[src/sv/tgd_pkg.sv]
// Shared types, constants and helpers for the tap gesture detector.
package tgd_pkg;

    localparam int AXIS_WIDTH_DEF = 16;
    localparam int TIME_WIDTH_DEF = 32;
    localparam int CFG_WIDTH      = 16;
    localparam int ADDR_WIDTH     = 5;
    localparam int DATA_WIDTH     = 32;
    localparam int ZONE_SQ_WIDTH  = 2 * CFG_WIDTH;

    localparam logic [2:0] REG_VELOCITY_THRESHOLD = 3'd0;
    localparam logic [2:0] REG_REBOUND_WINDOW     = 3'd1;
    localparam logic [2:0] REG_MAX_RISE           = 3'd2;
    localparam logic [2:0] REG_COOLDOWN_MIN       = 3'd3;
    localparam logic [2:0] REG_COOLDOWN_MAX       = 3'd4;
    localparam logic [2:0] REG_SETTLE_VELOCITY    = 3'd5;
    localparam logic [2:0] REG_RETURN_ZONE        = 3'd6;
    localparam logic [2:0] REG_MULTI_WINDOW       = 3'd7;

    localparam logic [1:0] PH_IDLE     = 2'd0;
    localparam logic [1:0] PH_RISING   = 2'd1;
    localparam logic [1:0] PH_COOLDOWN = 2'd2;

    localparam logic [2:0] DIR_NONE = 3'd0;
    localparam logic [2:0] DIR_POSX = 3'd1;
    localparam logic [2:0] DIR_NEGX = 3'd2;
    localparam logic [2:0] DIR_POSY = 3'd3;
    localparam logic [2:0] DIR_NEGY = 3'd4;
    localparam logic [2:0] DIR_POSZ = 3'd5;
    localparam logic [2:0] DIR_NEGZ = 3'd6;

    localparam logic [3:0] COUNT_MAX = 4'd15;

    typedef struct packed {
        logic [CFG_WIDTH-1:0] velocity_threshold;
        logic [CFG_WIDTH-1:0] rebound_window_ms;
        logic [CFG_WIDTH-1:0] max_rise_ms;
        logic [CFG_WIDTH-1:0] cooldown_min_ms;
        logic [CFG_WIDTH-1:0] cooldown_max_ms;
        logic [CFG_WIDTH-1:0] settle_velocity;
        logic [CFG_WIDTH-1:0] return_zone;
        logic [CFG_WIDTH-1:0] multi_window_ms;
    } cfg_t;

    // Same axis, opposite sign.
    function automatic logic opposite(input logic [2:0] a, input logic [2:0] b);
        logic [2:0] am;
        logic [2:0] bm;
        am = a - 3'd1;
        bm = b - 3'd1;
        if (a == DIR_NONE || b == DIR_NONE || a > DIR_NEGZ || b > DIR_NEGZ)
            return 1'b0;
        return (am[2:1] == bm[2:1]) && (a != b);
    endfunction

endpackage

[src/sv/tap_gesture_detector.sv]
// Tap gesture detector top level: register port, axis lanes and merge stage.
// Takes one sample word per clock while the output is not stalled and returns one result
// word per sample: the lane registers hold per-axis changes and squares from three parallel
// lanes, and the merge stage combines them and updates the tap state in a single step,
// which sets the one-word-per-cycle rate. An output register lets the next sample in
// while a result waits. Registers are 16-bit at byte offsets 4*i; the user must write
// them only while no sample is in flight, as the block itself does not enforce it.
module tap_gesture_detector #(
    parameter int AXIS_WIDTH = tgd_pkg::AXIS_WIDTH_DEF,
    parameter int TIME_WIDTH = tgd_pkg::TIME_WIDTH_DEF
) (
    input  logic                              clk,
    input  logic                              rst_n,
    input  logic                              psel,
    input  logic                              penable,
    input  logic                              pwrite,
    input  logic [tgd_pkg::ADDR_WIDTH-1:0]    paddr,
    input  logic [tgd_pkg::DATA_WIDTH-1:0]    pwdata,
    output logic [tgd_pkg::DATA_WIDTH-1:0]    prdata,
    output logic                              pready,
    input  logic                              in_valid,
    output logic                              in_ready,
    input  logic signed [AXIS_WIDTH-1:0]      trans_x,
    input  logic signed [AXIS_WIDTH-1:0]      trans_y,
    input  logic signed [AXIS_WIDTH-1:0]      trans_z,
    input  logic [TIME_WIDTH-1:0]             time_ms,
    input  logic                              take_event,
    output logic                              out_valid,
    input  logic                              out_ready,
    output logic                              event_ready,
    output logic [2:0]                        event_dir,
    output logic [3:0]                        event_count
);
    import tgd_pkg::*;

    cfg_t                      cfg_reg;
    logic [ZONE_SQ_WIDTH-1:0]  zone_sq_reg;
    logic [2:0]                reg_index;
    logic                      cfg_write;

    logic signed [AXIS_WIDTH-1:0] prev_x_reg, prev_y_reg, prev_z_reg;
    logic                      s1_valid_reg, s1_valid_next;
    logic [TIME_WIDTH-1:0]     s1_time_reg;
    logic                      s1_take_reg;
    logic                      in_accept;
    logic                      out_space;

    logic [AXIS_WIDTH-1:0]     diff_x, diff_y, diff_z;
    logic                      up_x, up_y, up_z;
    logic [2*AXIS_WIDTH-1:0]   sq_x, sq_y, sq_z;

    assign pready    = 1'b1;
    assign reg_index = paddr[ADDR_WIDTH-1:2];
    assign cfg_write = psel && penable && pwrite && pready;

    always_ff @(posedge clk or negedge rst_n)
    begin
        if (!rst_n)
        begin
            cfg_reg     <= '0;
            zone_sq_reg <= '0;
        end
        else
        begin
            zone_sq_reg <= cfg_reg.return_zone * cfg_reg.return_zone;
            if (cfg_write)
            begin
                case (reg_index)
                    REG_VELOCITY_THRESHOLD: cfg_reg.velocity_threshold <= pwdata[CFG_WIDTH-1:0];
                    REG_REBOUND_WINDOW:     cfg_reg.rebound_window_ms  <= pwdata[CFG_WIDTH-1:0];
                    REG_MAX_RISE:           cfg_reg.max_rise_ms        <= pwdata[CFG_WIDTH-1:0];
                    REG_COOLDOWN_MIN:       cfg_reg.cooldown_min_ms    <= pwdata[CFG_WIDTH-1:0];
                    REG_COOLDOWN_MAX:       cfg_reg.cooldown_max_ms    <= pwdata[CFG_WIDTH-1:0];
                    REG_SETTLE_VELOCITY:    cfg_reg.settle_velocity    <= pwdata[CFG_WIDTH-1:0];
                    REG_RETURN_ZONE:        cfg_reg.return_zone        <= pwdata[CFG_WIDTH-1:0];
                    REG_MULTI_WINDOW:       cfg_reg.multi_window_ms    <= pwdata[CFG_WIDTH-1:0];
                    default:                cfg_reg <= cfg_reg;
                endcase
            end
        end
    end

    always_comb
    begin
        case (reg_index)
            REG_VELOCITY_THRESHOLD: prdata = DATA_WIDTH'(cfg_reg.velocity_threshold);
            REG_REBOUND_WINDOW:     prdata = DATA_WIDTH'(cfg_reg.rebound_window_ms);
            REG_MAX_RISE:           prdata = DATA_WIDTH'(cfg_reg.max_rise_ms);
            REG_COOLDOWN_MIN:       prdata = DATA_WIDTH'(cfg_reg.cooldown_min_ms);
            REG_COOLDOWN_MAX:       prdata = DATA_WIDTH'(cfg_reg.cooldown_max_ms);
            REG_SETTLE_VELOCITY:    prdata = DATA_WIDTH'(cfg_reg.settle_velocity);
            REG_RETURN_ZONE:        prdata = DATA_WIDTH'(cfg_reg.return_zone);
            REG_MULTI_WINDOW:       prdata = DATA_WIDTH'(cfg_reg.multi_window_ms);
            default:                prdata = '0;
        endcase
    end

    assign in_ready      = !s1_valid_reg || out_space;
    assign in_accept     = in_valid && in_ready;
    assign s1_valid_next = in_accept ? 1'b1 : (out_space ? 1'b0 : s1_valid_reg);

    always_ff @(posedge clk or negedge rst_n)
    begin
        if (!rst_n)
        begin
            s1_valid_reg <= 1'b0;
            prev_x_reg   <= '0;
            prev_y_reg   <= '0;
            prev_z_reg   <= '0;
        end
        else
        begin
            s1_valid_reg <= s1_valid_next;
            if (in_accept)
            begin
                prev_x_reg <= trans_x;
                prev_y_reg <= trans_y;
                prev_z_reg <= trans_z;
            end
        end
    end

    always_ff @(posedge clk)
    begin
        if (in_accept)
        begin
            s1_time_reg <= time_ms;
            s1_take_reg <= take_event;
        end
    end

    tgd_lane #(.AXIS_WIDTH(AXIS_WIDTH)) u_lane_x (
        .clk      (clk),
        .load     (in_accept),
        .axis     (trans_x),
        .prev     (prev_x_reg),
        .diff_reg (diff_x),
        .up_reg   (up_x),
        .sq_reg   (sq_x)
    );

    tgd_lane #(.AXIS_WIDTH(AXIS_WIDTH)) u_lane_y (
        .clk      (clk),
        .load     (in_accept),
        .axis     (trans_y),
        .prev     (prev_y_reg),
        .diff_reg (diff_y),
        .up_reg   (up_y),
        .sq_reg   (sq_y)
    );

    tgd_lane #(.AXIS_WIDTH(AXIS_WIDTH)) u_lane_z (
        .clk      (clk),
        .load     (in_accept),
        .axis     (trans_z),
        .prev     (prev_z_reg),
        .diff_reg (diff_z),
        .up_reg   (up_z),
        .sq_reg   (sq_z)
    );

    tgd_ctrl #(
        .AXIS_WIDTH (AXIS_WIDTH),
        .TIME_WIDTH (TIME_WIDTH)
    ) u_ctrl (
        .clk         (clk),
        .rst_n       (rst_n),
        .cfg         (cfg_reg),
        .zone_sq     (zone_sq_reg),
        .s1_valid    (s1_valid_reg),
        .diff_x      (diff_x),
        .diff_y      (diff_y),
        .diff_z      (diff_z),
        .up_x        (up_x),
        .up_y        (up_y),
        .up_z        (up_z),
        .sq_x        (sq_x),
        .sq_y        (sq_y),
        .sq_z        (sq_z),
        .s1_time     (s1_time_reg),
        .s1_take     (s1_take_reg),
        .out_ready   (out_ready),
        .out_space   (out_space),
        .out_valid   (out_valid),
        .event_ready (event_ready),
        .event_dir   (event_dir),
        .event_count (event_count)
    );

endmodule

[src/sv/tgd_lane.sv]
// One axis lane: change against the previous sample, its sign, and the axis square.
module tgd_lane #(
    parameter int AXIS_WIDTH = tgd_pkg::AXIS_WIDTH_DEF
) (
    input  logic                      clk,
    input  logic                      load,
    input  logic signed [AXIS_WIDTH-1:0] axis,
    input  logic signed [AXIS_WIDTH-1:0] prev,
    output logic [AXIS_WIDTH-1:0]     diff_reg,
    output logic                      up_reg,
    output logic [2*AXIS_WIDTH-1:0]   sq_reg
);
    import tgd_pkg::*;

    logic signed [AXIS_WIDTH:0]   delta;
    logic [AXIS_WIDTH:0]          delta_abs;
    logic [AXIS_WIDTH-1:0]        diff_next;
    logic [AXIS_WIDTH-1:0]        axis_abs;
    logic [2*AXIS_WIDTH-1:0]      sq_next;

    assign delta     = {axis[AXIS_WIDTH-1], axis} - {prev[AXIS_WIDTH-1], prev};
    assign delta_abs = delta[AXIS_WIDTH] ? (~delta + 1'b1) : delta;
    assign diff_next = delta_abs[AXIS_WIDTH-1:0];
    assign axis_abs  = axis[AXIS_WIDTH-1] ? (~axis + 1'b1) : axis;
    assign sq_next   = axis_abs * axis_abs;

    always_ff @(posedge clk)
    begin
        if (load)
        begin
            diff_reg <= diff_next;
            up_reg   <= (axis > prev);
            sq_reg   <= sq_next;
        end
    end

endmodule

[src/sv/tgd_ctrl.sv]
// Merge stage: combines lane results, runs the phase and group logic, holds the output word.
module tgd_ctrl #(
    parameter int AXIS_WIDTH = tgd_pkg::AXIS_WIDTH_DEF,
    parameter int TIME_WIDTH = tgd_pkg::TIME_WIDTH_DEF
) (
    input  logic                               clk,
    input  logic                               rst_n,
    input  tgd_pkg::cfg_t                      cfg,
    input  logic [tgd_pkg::ZONE_SQ_WIDTH-1:0]  zone_sq,
    input  logic                               s1_valid,
    input  logic [AXIS_WIDTH-1:0]              diff_x,
    input  logic [AXIS_WIDTH-1:0]              diff_y,
    input  logic [AXIS_WIDTH-1:0]              diff_z,
    input  logic                               up_x,
    input  logic                               up_y,
    input  logic                               up_z,
    input  logic [2*AXIS_WIDTH-1:0]            sq_x,
    input  logic [2*AXIS_WIDTH-1:0]            sq_y,
    input  logic [2*AXIS_WIDTH-1:0]            sq_z,
    input  logic [TIME_WIDTH-1:0]              s1_time,
    input  logic                               s1_take,
    input  logic                               out_ready,
    output logic                               out_space,
    output logic                               out_valid,
    output logic                               event_ready,
    output logic [2:0]                         event_dir,
    output logic [3:0]                         event_count
);
    import tgd_pkg::*;

    localparam int SQ_SUM_WIDTH = 2 * AXIS_WIDTH + 2;
    localparam int CMP_WIDTH    = (SQ_SUM_WIDTH > ZONE_SQ_WIDTH) ? SQ_SUM_WIDTH : ZONE_SQ_WIDTH;
    localparam int CHG_WIDTH    = (AXIS_WIDTH > CFG_WIDTH) ? AXIS_WIDTH : CFG_WIDTH;

    logic                  out_valid_reg, out_valid_next;
    logic                  event_ready_reg, event_ready_next;
    logic [2:0]            event_dir_reg, event_dir_next;
    logic [3:0]            event_count_reg, event_count_next;

    logic [1:0]            phase_reg, phase_next;
    logic                  primed_reg, primed_next;
    logic [2:0]            rise_dir_reg, rise_dir_next;
    logic [TIME_WIDTH-1:0] phase_start_reg, phase_start_next;
    logic [2:0]            group_dir_reg, group_dir_next;
    logic [3:0]            group_count_reg, group_count_next;
    logic [TIME_WIDTH-1:0] last_tap_reg, last_tap_next;
    logic                  pending_reg, pending_next;
    logic [2:0]            pending_dir_reg, pending_dir_next;
    logic [3:0]            pending_count_reg, pending_count_next;
    logic [2:0]            confirmed_dir_reg, confirmed_dir_next;
    logic [TIME_WIDTH-1:0] confirmed_time_reg, confirmed_time_next;

    logic                  load;
    logic [CMP_WIDTH-1:0]  sq_sum;
    logic                  at_rest;
    logic [AXIS_WIDTH-1:0] max_change;
    logic [1:0]            win;
    logic [AXIS_WIDTH-1:0] win_diff;
    logic [2:0]            tap_dir;

    assign out_space = !out_valid_reg || out_ready;
    assign load      = s1_valid && out_space;

    assign sq_sum  = CMP_WIDTH'(sq_x) + CMP_WIDTH'(sq_y) + CMP_WIDTH'(sq_z);
    assign at_rest = sq_sum < CMP_WIDTH'(zone_sq);

    always_comb
    begin
        max_change = diff_x;
        if (diff_y > max_change)
            max_change = diff_y;
        if (diff_z > max_change)
            max_change = diff_z;
    end

    always_comb
    begin
        win      = 2'd0;
        win_diff = diff_x;
        if (diff_y > win_diff)
        begin
            win      = 2'd1;
            win_diff = diff_y;
        end
        if (diff_z > win_diff)
        begin
            win      = 2'd2;
            win_diff = diff_z;
        end
        if (win != 2'd2 && diff_z != '0 &&
            {1'b0, win_diff} < {diff_z, 1'b0})
            win = 2'd2;
        case (win)
            2'd0:    tap_dir = up_x ? DIR_POSX : DIR_NEGX;
            2'd1:    tap_dir = up_y ? DIR_POSY : DIR_NEGY;
            default: tap_dir = up_z ? DIR_POSZ : DIR_NEGZ;
        endcase
    end

    always_comb
    begin
        logic [TIME_WIDTH-1:0] now;
        logic [TIME_WIDTH-1:0] el_phase;
        logic                  do_tap;
        now      = s1_time;
        el_phase = now - phase_start_reg;
        do_tap   = 1'b0;

        phase_next          = phase_reg;
        primed_next         = primed_reg;
        rise_dir_next       = rise_dir_reg;
        phase_start_next    = phase_start_reg;
        group_dir_next      = group_dir_reg;
        group_count_next    = group_count_reg;
        last_tap_next       = last_tap_reg;
        pending_next        = pending_reg;
        pending_dir_next    = pending_dir_reg;
        pending_count_next  = pending_count_reg;
        confirmed_dir_next  = confirmed_dir_reg;
        confirmed_time_next = confirmed_time_reg;

        // expired group
        if (group_count_next != '0 &&
            (now - last_tap_reg) >= TIME_WIDTH'(cfg.multi_window_ms))
        begin
            if (!pending_next)
            begin
                pending_next       = 1'b1;
                pending_dir_next   = group_dir_next;
                pending_count_next = group_count_next;
            end
            group_count_next = '0;
            group_dir_next   = DIR_NONE;
        end

        if (!primed_reg)
            primed_next = 1'b1;
        else
        begin
            case (phase_reg)
                PH_RISING:
                begin
                    if (at_rest)
                    begin
                        do_tap           = (rise_dir_reg != DIR_POSZ);
                        phase_next       = PH_COOLDOWN;
                        phase_start_next = now;
                    end
                    else if (el_phase > TIME_WIDTH'(cfg.max_rise_ms))
                        phase_next = PH_IDLE;
                end
                PH_COOLDOWN:
                begin
                    if (el_phase >= TIME_WIDTH'(cfg.cooldown_max_ms))
                        phase_next = PH_IDLE;
                    else if (el_phase >= TIME_WIDTH'(cfg.cooldown_min_ms) &&
                             CHG_WIDTH'(max_change) < CHG_WIDTH'(cfg.settle_velocity) &&
                             at_rest)
                        phase_next = PH_IDLE;
                end
                default:
                begin
                    if (CHG_WIDTH'(max_change) >= CHG_WIDTH'(cfg.velocity_threshold))
                    begin
                        if (confirmed_dir_reg != DIR_NONE &&
                            opposite(tap_dir, confirmed_dir_reg) &&
                            (now - confirmed_time_reg) < TIME_WIDTH'(cfg.rebound_window_ms))
                            phase_next = PH_COOLDOWN;
                        else
                        begin
                            rise_dir_next = tap_dir;
                            phase_next    = PH_RISING;
                        end
                        phase_start_next = now;
                    end
                end
            endcase
        end

        if (do_tap)
        begin
            confirmed_dir_next  = rise_dir_reg;
            confirmed_time_next = now;
            if (group_count_next != '0 && rise_dir_reg != group_dir_next)
            begin
                if (!pending_next)
                begin
                    pending_next       = 1'b1;
                    pending_dir_next   = group_dir_next;
                    pending_count_next = group_count_next;
                end
                group_count_next = '0;
            end
            group_dir_next = rise_dir_reg;
            if (group_count_next < COUNT_MAX)
                group_count_next = group_count_next + 4'd1;
            last_tap_next = now;
        end

        event_ready_next = pending_next;
        event_dir_next   = pending_next ? pending_dir_next : DIR_NONE;
        event_count_next = pending_next ? pending_count_next : 4'd0;

        if (s1_take)
            pending_next = 1'b0;
    end

    assign out_valid_next = load ? 1'b1 : (out_ready ? 1'b0 : out_valid_reg);

    always_ff @(posedge clk or negedge rst_n)
    begin
        if (!rst_n)
        begin
            out_valid_reg      <= 1'b0;
            phase_reg          <= PH_IDLE;
            primed_reg         <= 1'b0;
            rise_dir_reg       <= DIR_NONE;
            phase_start_reg    <= '0;
            group_dir_reg      <= DIR_NONE;
            group_count_reg    <= '0;
            last_tap_reg       <= '0;
            pending_reg        <= 1'b0;
            pending_dir_reg    <= DIR_NONE;
            pending_count_reg  <= '0;
            confirmed_dir_reg  <= DIR_NONE;
            confirmed_time_reg <= '0;
        end
        else
        begin
            out_valid_reg <= out_valid_next;
            if (load)
            begin
                phase_reg          <= phase_next;
                primed_reg         <= primed_next;
                rise_dir_reg       <= rise_dir_next;
                phase_start_reg    <= phase_start_next;
                group_dir_reg      <= group_dir_next;
                group_count_reg    <= group_count_next;
                last_tap_reg       <= last_tap_next;
                pending_reg        <= pending_next;
                pending_dir_reg    <= pending_dir_next;
                pending_count_reg  <= pending_count_next;
                confirmed_dir_reg  <= confirmed_dir_next;
                confirmed_time_reg <= confirmed_time_next;
            end
        end
    end

    always_ff @(posedge clk)
    begin
        if (load)
        begin
            event_ready_reg <= event_ready_next;
            event_dir_reg   <= event_dir_next;
            event_count_reg <= event_count_next;
        end
    end

    assign out_valid   = out_valid_reg;
    assign event_ready = event_ready_reg;
    assign event_dir   = event_dir_reg;
    assign event_count = event_count_reg;

    a_group_dir_set: assert property (@(posedge clk) disable iff (!rst_n)
        group_count_reg != '0 |-> group_dir_reg != DIR_NONE && group_dir_reg != DIR_POSZ)
        else $error("open group without a valid direction");

    a_pending_count: assert property (@(posedge clk) disable iff (!rst_n)
        pending_reg |-> pending_count_reg != '0)
        else $error("pending event with zero taps");

    a_unprimed_idle: assert property (@(posedge clk) disable iff (!rst_n)
        !primed_reg |-> phase_reg == PH_IDLE && group_count_reg == '0)
        else $error("phase left idle before first sample");

    a_empty_word: assert property (@(posedge clk) disable iff (!rst_n)
        out_valid_reg && !event_ready_reg |-> event_dir_reg == DIR_NONE && event_count_reg == '0)
        else $error("output word carries event data without an event");

endmodule

[config.mk]
export PLATFORM = sky130hd
export DESIGN_NAME = tap_gesture_detector
export DESIGN_NICKNAME = d
export VERILOG_FILES = /design/src/sv/tgd_pkg.sv /design/src/sv/tap_gesture_detector.sv /design/src/sv/tgd_lane.sv /design/src/sv/tgd_ctrl.sv
export SDC_FILE = /design/constraint.sdc
export NUM_CORES = 2
export LEC_CHECK = 0
export BUFFER_PORTS_ARGS = -buffer_cell sky130_fd_sc_hd__buf_2
export CAP_MARGIN = 20
export CORE_UTILIZATION = 66
export CTS_BUF_LIST = sky130_fd_sc_hd__clkbuf_8
export DETAILED_ROUTE_END_ITERATION = 10
export PLACE_DENSITY = 0.84
export SYNTH_ARGS = -nofsm -noshare
export SYNTH_HDL_FRONTEND = slang
export SYNTH_SLANG_ARGS = --single-unit
[constraint.sdc]
create_clock -name clk -period 12.63 [get_ports clk]
set_input_delay 0 -clock clk [delete_from_list [all_inputs] [get_ports clk]]
set_output_delay 0 -clock clk [all_outputs]
set_load 0.05 [all_outputs]
# Yosys cells after proc, flatten, opt, wreduce, memory -nomap -nowiden
# Cells that the tools add are included.
classes:
  n_mul: 4
  n_reduce_logical: 45
  n_eq_ne: 18
  div: 0
  muxes: 63
  n_lt_le_gt_ge: 17
  n_bitwise: 9
  shift: 0
  add_sub_neg: 16
ops:
  columns: ["op", "count"]
  rows:
  - ["32-bit case mux with 8 select lines", 1]
  - ["16-bit by 16-bit multiplier with 32-bit output", 4]
  - ["16-bit 2-to-1 mux", 8]
  - ["16-bit by 1-bit adder with 16-bit output, second input constant", 6]
  - ["32-bit by 16-bit >= comparator with 1-bit output", 3]
  - ["16-bit inverter", 6]
  - ["16-bit > comparator", 5]
  - ["32-bit 2-to-1 mux", 2]
  - ["32-bit case mux with 2 select lines", 1]
  - ["32-bit subtractor", 2]
  - ["16-bit by 16-bit subtractor with 17-bit output", 3]
  - ["4-bit 2-to-1 mux", 10]
  - ["34-bit by 32-bit adder with 34-bit output", 1]
  - ["34-bit by 32-bit < comparator with 1-bit output", 1]
  - ["32-bit by 32-bit adder with 33-bit output", 1]
  - ["32-bit by 16-bit > comparator with 1-bit output", 1]
  - ["32-bit by 16-bit < comparator with 1-bit output", 1]
  - ["3-bit 2-to-1 mux", 8]
  - ["1-bit 2-to-1 mux", 21]
  - ["2-bit 2-to-1 mux", 10]
  - ["2-bit AND reduction", 9]
  - ["16-bit by 17-bit < comparator with 1-bit output", 1]
  - ["16-bit >= comparator", 1]
  - ["16-bit < comparator", 1]
  - ["29 further kinds", 65]
totals:
  latchBits: 0
  out_inout_bits: 43
  ramBits: 0
  memories: 0
  regBits: 486
  rom_bits: 0

# Longest topological paths before layout
depth:
  ltp_word: 27
  ltp_mapped: 37

# Hierarchy
# Synthesis repeated with hierarchy kept, for this count alone.
hier_totals:
  hier_cells: 6592
  area_unflattened_um2: 62356.1
modules_own_cells:
  columns: ["module", "cells_per_inst", "area_each_um2", "seq_area_each_um2", "instances"]
  rows:
  - ["tap_gesture_detector", 1499, 17037.6, 6195.9, 1]
  - ["tgd_ctrl", 1829, 14945.6, 2467.4, 1]
  - ["tgd_lane at u_lane_z", 1110, 10243.6, 1441.4, 1]
  - ["tgd_lane at u_lane_x", 1086, 10141.0, 1441.4, 1]
  - ["tgd_lane at u_lane_y", 1068, 9988.3, 1441.4, 1]

# Worst setup path after synthesis
# OpenSTA, ideal clock, no wires.
synth_timing:
  path_type: "register to register"
  start: "reg u_lane_y.diff_reg[9]"
  end: "reg u_ctrl.rise_dir_reg[1]"
  arrival_time_ns: 8.185
  stages_incl_launch_ff: 36
  setup_ns: 0.125
  path_slack_ns: 4.320
  n_path_buf: 3
  path_cell_list: "edfxtp_1 > ha_1 > a211oi_1 > o21ai_0 > o2111ai_1 > nand4_1 > nand2_1 > clkbuf_1 > clkbuf_1 > mux2i_1 > ha_1 > nor2b_1 > o211ai_1 > a21boi_1 > o41ai_2 > clkbuf_1 > nor2_1 > a21oi_1 > ha_1 > a21oi_1 > a21boi_0 > o311ai_0 > nand3_1 > or3_1 > o2111a_1 > o22ai_1 > inv_1 > ha_1 > ha_1 > xnor2_1 > nor3_1 > a31oi_1 > or4_1 > a311oi_4 > nor2_2 > mux2_4"
synth_via:
  elab_chain_cells: 26
synth_lines:
  columns: ["element", "line", "text"]
  rows:
  - ["start: declaration", "tgd_lane.sv:9", "output logic [AXIS_WIDTH-1:0] diff_reg,"]
  - ["start signal: assignment", "tgd_lane.sv:31", "diff_reg <= diff_next;"]
  - ["parallel branches: the longest is 7 deep, another holds 16-bit by 17-bit < comparator with 1-bit output", null, null]
  - ["2-bit 2-to-1 mux (*)", "tgd_ctrl.sv:90", "if (win != 2'd2 && diff_z != '0 &&"]
  - ["2-bit by 1-bit == test with 1-bit output or 2-bit logical NOT (tied branches)", "tgd_ctrl.sv:93", "case (win)"]
  - ["3-bit case mux with 2 select lines (*)", "tgd_ctrl.sv:93", null]
  - ["net u_ctrl.tap_dir[1]", "tgd_ctrl.sv:59", "logic [2:0] tap_dir;"]
  - ["parallel branches: the longest is 16 deep, another holds 3-bit > comparator", null, null]
  - ["end signal: assignment", "tgd_ctrl.sv:235", "rise_dir_reg <= rise_dir_next;"]
  - ["end: declaration", "tgd_ctrl.sv:42", "logic [2:0] rise_dir_reg, rise_dir_next;"]
# Mark *: on every way through the listed nets, which the timed path passes. The select of a mux whose other input is x is not followed.
# A chain may end at the register's enable or synchronous reset.

# Worst setup path in the final report
layout_timing:
  start: "in trans_x[0]"
  end: "reg u_lane_x.sq_reg[31], data pin"
layout_via:
  elab_chain_cells: 4
layout_lines:
  columns: ["element", "line", "text"]
  rows:
  - ["start: declaration", "tap_gesture_detector.sv:23", "input logic signed [AXIS_WIDTH-1:0] trans_x,"]
  - ["16-bit inverter", "tgd_lane.sv:24", "assign axis_abs = axis[AXIS_WIDTH-1] ? (~axis + 1'b1) : axis;"]
  - ["16-bit by 1-bit adder with 16-bit output", "tgd_lane.sv:24", null]
  - ["16-bit 2-to-1 mux (*)", "tgd_lane.sv:24", null]
  - ["16-bit by 16-bit multiplier with 32-bit output (*)", "tgd_lane.sv:25", "assign sq_next = axis_abs * axis_abs;"]
  - ["net u_lane_x.sq_next[31]", "tgd_lane.sv:19", "logic [2*AXIS_WIDTH-1:0] sq_next;"]
  - ["end signal: assignment", "tgd_lane.sv:33", "sq_reg <= sq_next;"]
  - ["end: declaration", "tgd_lane.sv:11", "output logic [2*AXIS_WIDTH-1:0] sq_reg"]
# The timed path passes the listed nets; every way through them passes the cells marked *.

==> flow_summary.yaml <==
finish:
  fillers: 6452
  finish.utilization_pct: 72.9
  nets: 8460
  multi_input_comb_area_um2: 42300
  regArea_um2: 13000
  area_growth_pct: 8.85
  drive_gt1_share_pct: 6.53
  largest_reg_flops: 128
critical_path:
  r2r_slack_ns: 3.40
  cpMostUsedCell: "fa_1"
  r2r-end: "u_ctrl.rise_dir_reg[2]$_DFFE_PN0P_"
  startpoint_type: "input port"
  crit_arrival_ns: 10.25
  cp_slowest_stage_delay_ns: 0.73
  worstPathMaxFanout: 14
  crit_path_end_kind: "flop"
  reg2reg_from: "u_lane_y.diff_reg[9]$_DFFE_PP_"
  path_class: "input port to flop"
  ff2ff_path_depth: 32
  required_ns: 13.11
  cp-endpoint: "u_lane_x.sq_reg[31]$_DFFE_PP_"
  crit_path_start: "trans_x[0]"
  cp_slowest_cell: "xnor2_1"
synth:
  synthMostInstantiatedCell: "inv_1"
  synth.distinct_cells: 95
  synth-async-reset-ratio_pct: 61.6
  netlist_area_um2: 60700
  synth_seq_cells: 482
  synth-edff-count: 185
  yosysSeqAreaShare_pct: 21.4
  ys_warn_count: 0
  postSynthAreaPerCell_um2: 9.15
  netlist_top_cells_area: "fa_1, ha_1, dfrtp_1"
  synth_top_cell_area_share_pct: 21.9
  synth_ff_type: "dfrtp_1"
  synth_common_cells: "inv_1, ha_1, fa_1, nand2_1, nor2_1"
  synth_cells: 6626
  synth_top_cell_by_area: "fa_1"
clock_tree:
  cts_buffers: 85
  cts_resized: 0
  clock_sinks: 482
  cts.clk_slew.worst_paths_ns: 0.06
  htree_levels: 3
  clock_latency_ns: 0.77
  cts_root_buffer: "clkbuf_8"
  clk_path_buf_depth: 3
  cts_tree: "done"
floorplan:
  die_area_um2: 93100
  rows: 110
  die_x_um: 305
  start_util_pct: 67.0
  ioPinCount: 168
  die_h_um: 305
  core_area_um2: 90600
sta:
  relSlewSlack_pct: 23.1
  max_freq_mhz: 102
  fin_skew_ns: 0.0851
  setup_violations: 0
  finalHoldViolCount: 0
  rsz0062_at_grt: "false"
  finalCritPeriodShare_pct: 77.4
  finalSetupTns_ns: 0
  tightest_slew_ns: 1.15
  hold_slack_ns: 0.130
  slew_violations: 0
  period_minus_slack_ns: 9.77
global_route:
  grt_pass1_vias: 50447
  grt_pass1_wl_mm: 255
  grt_use_total_pct: 34.3
  grt_max_degree: 121
  antenna_found_initial: 5
  grt-ovfl-total: 0
detailed_routing:
  route.detailed.wl_per_inst_um: 19.1
  postRouteAntennaNets: 0
  viasPerCell: 5.93
  first_iter_violations: 4200
  drc: 0
  vias: 48459
  first_pass_iters: 8
  wl_mm: 156
placed_design:
  dpl.hpwl_mm: 122
  routabilityCongestion: 0.974
  io_buffers: 132
status:
  status: "complete, no violations"
min_path:
  min_path_type: "input port to flop"
flow_run:
  maxCapViolations: 0
## cell type report
class / count / area share [%]
timing repair buffer: 322 / 3.77
clock buffer: 103 / 2.15
inverter: 1308 / 7.45
sequential: 482 / 19.7
tap: 1176 / 2.23
multi-input combinational: 4717 / 64.0
antenna: 3 / 0.0114
clock inverter: 56 / 0.686
## critical path, delay by kind of cell
kind                       cells  cell delay, ns
AOI/OAI and AO/OA              9            2.51
xor gates and xnor gates       1            0.73
adders and majority gates      7            3.19
and+or+nand+nor                6            1.75
buffers and inverters          7            2.07
## metal layers
| metal | track usage (%) | share of wire [%] | vias to the layer above |
|---|---|---|---|
| met5 | 0 | 0.022 | - |
| met4 | 17.5 | 5.4 | 6 |
| met3 | 5.80 | 7.7 | 489 |
| met2 | 57.2 | 48 | 1997 |
| met1 | 43.0 | 39 | 23637 |
| li1 | - | - | 22330 |
## stage by stage
step           cells  setup WS, ns  area [um2]
3_5_place_dp    7860          2.90       62700
3_3_place_gp    7860          3.00       62700
2_1_floorplan   6677          4.32       60800
5_1_grt         8166          2.50       66000
6_report        8167          2.86       66000
4_1_cts         8160          3.04       66000
## layout by cell type (no fill, tap or decap), types with 75 or more instances in the layout
| cell | count |
|---|---|
| fa_1 | 662 |
| clkbuf_8 | 103 |
| inv_1 | 1305 |
| xnor2_1 | 234 |
| nor3_1 | 86 |
| nand2_1 | 591 |
| o21ai_0 | 354 |
| a21o_1 | 119 |
| buf_2 | 131 |
| nor2_1 | 443 |
| edfxtp_1 | 185 |
| xor2_1 | 104 |
| a21oi_1 | 294 |
| and2_1 | 75 |
| dlygate4sd3_1 | 140 |
| ha_1 | 757 |
| dfrtp_1 | 297 |
## worst min-delay path by stage
stage                     startpoint                        end  depth (start not counted)
after CTS                 trans_y[7]  prev_y_reg[7]$_DFFE_PN0P_                          4
after global placement         rst_n    cfg_reg[65]$_DFFE_PN0P_                          1
after floorplan                rst_n     cfg_reg[0]$_DFFE_PN0P_                          0
final                     trans_y[7]  prev_y_reg[7]$_DFFE_PN0P_                          4
after detailed placement       rst_n    cfg_reg[65]$_DFFE_PN0P_                          1
after global routing      trans_x[8]  prev_x_reg[8]$_DFFE_PN0P_                          4
## cells by family (layout without fill, tap and decap cells)
group | count (synthesis) | after routing | synth area share, %
buf+inv | 1478 | 1789 | 9.27
fa+ha+maj | 1419 | 1419 | 37.5
compound gates | 1160 | 1160 | 12.0
xor+xnor | 338 | 338 | 4.88
other cells | 2 | 56 | 0.0124
mux | 136 | 136 | 2.66
flops | 482 | 482 | 21.4
simple gates | 1611 | 1611 | 12.3
## what timing repair did
item,CTS,global route
setup buffers,0,0
setup endpoints to repair,0,0
endpoints found under the hold margin,310,0
hold buffers,141,0
Power is not shown: default switching activity piles up to over one toggle a cycle in this logic, so the estimate is an artifact.
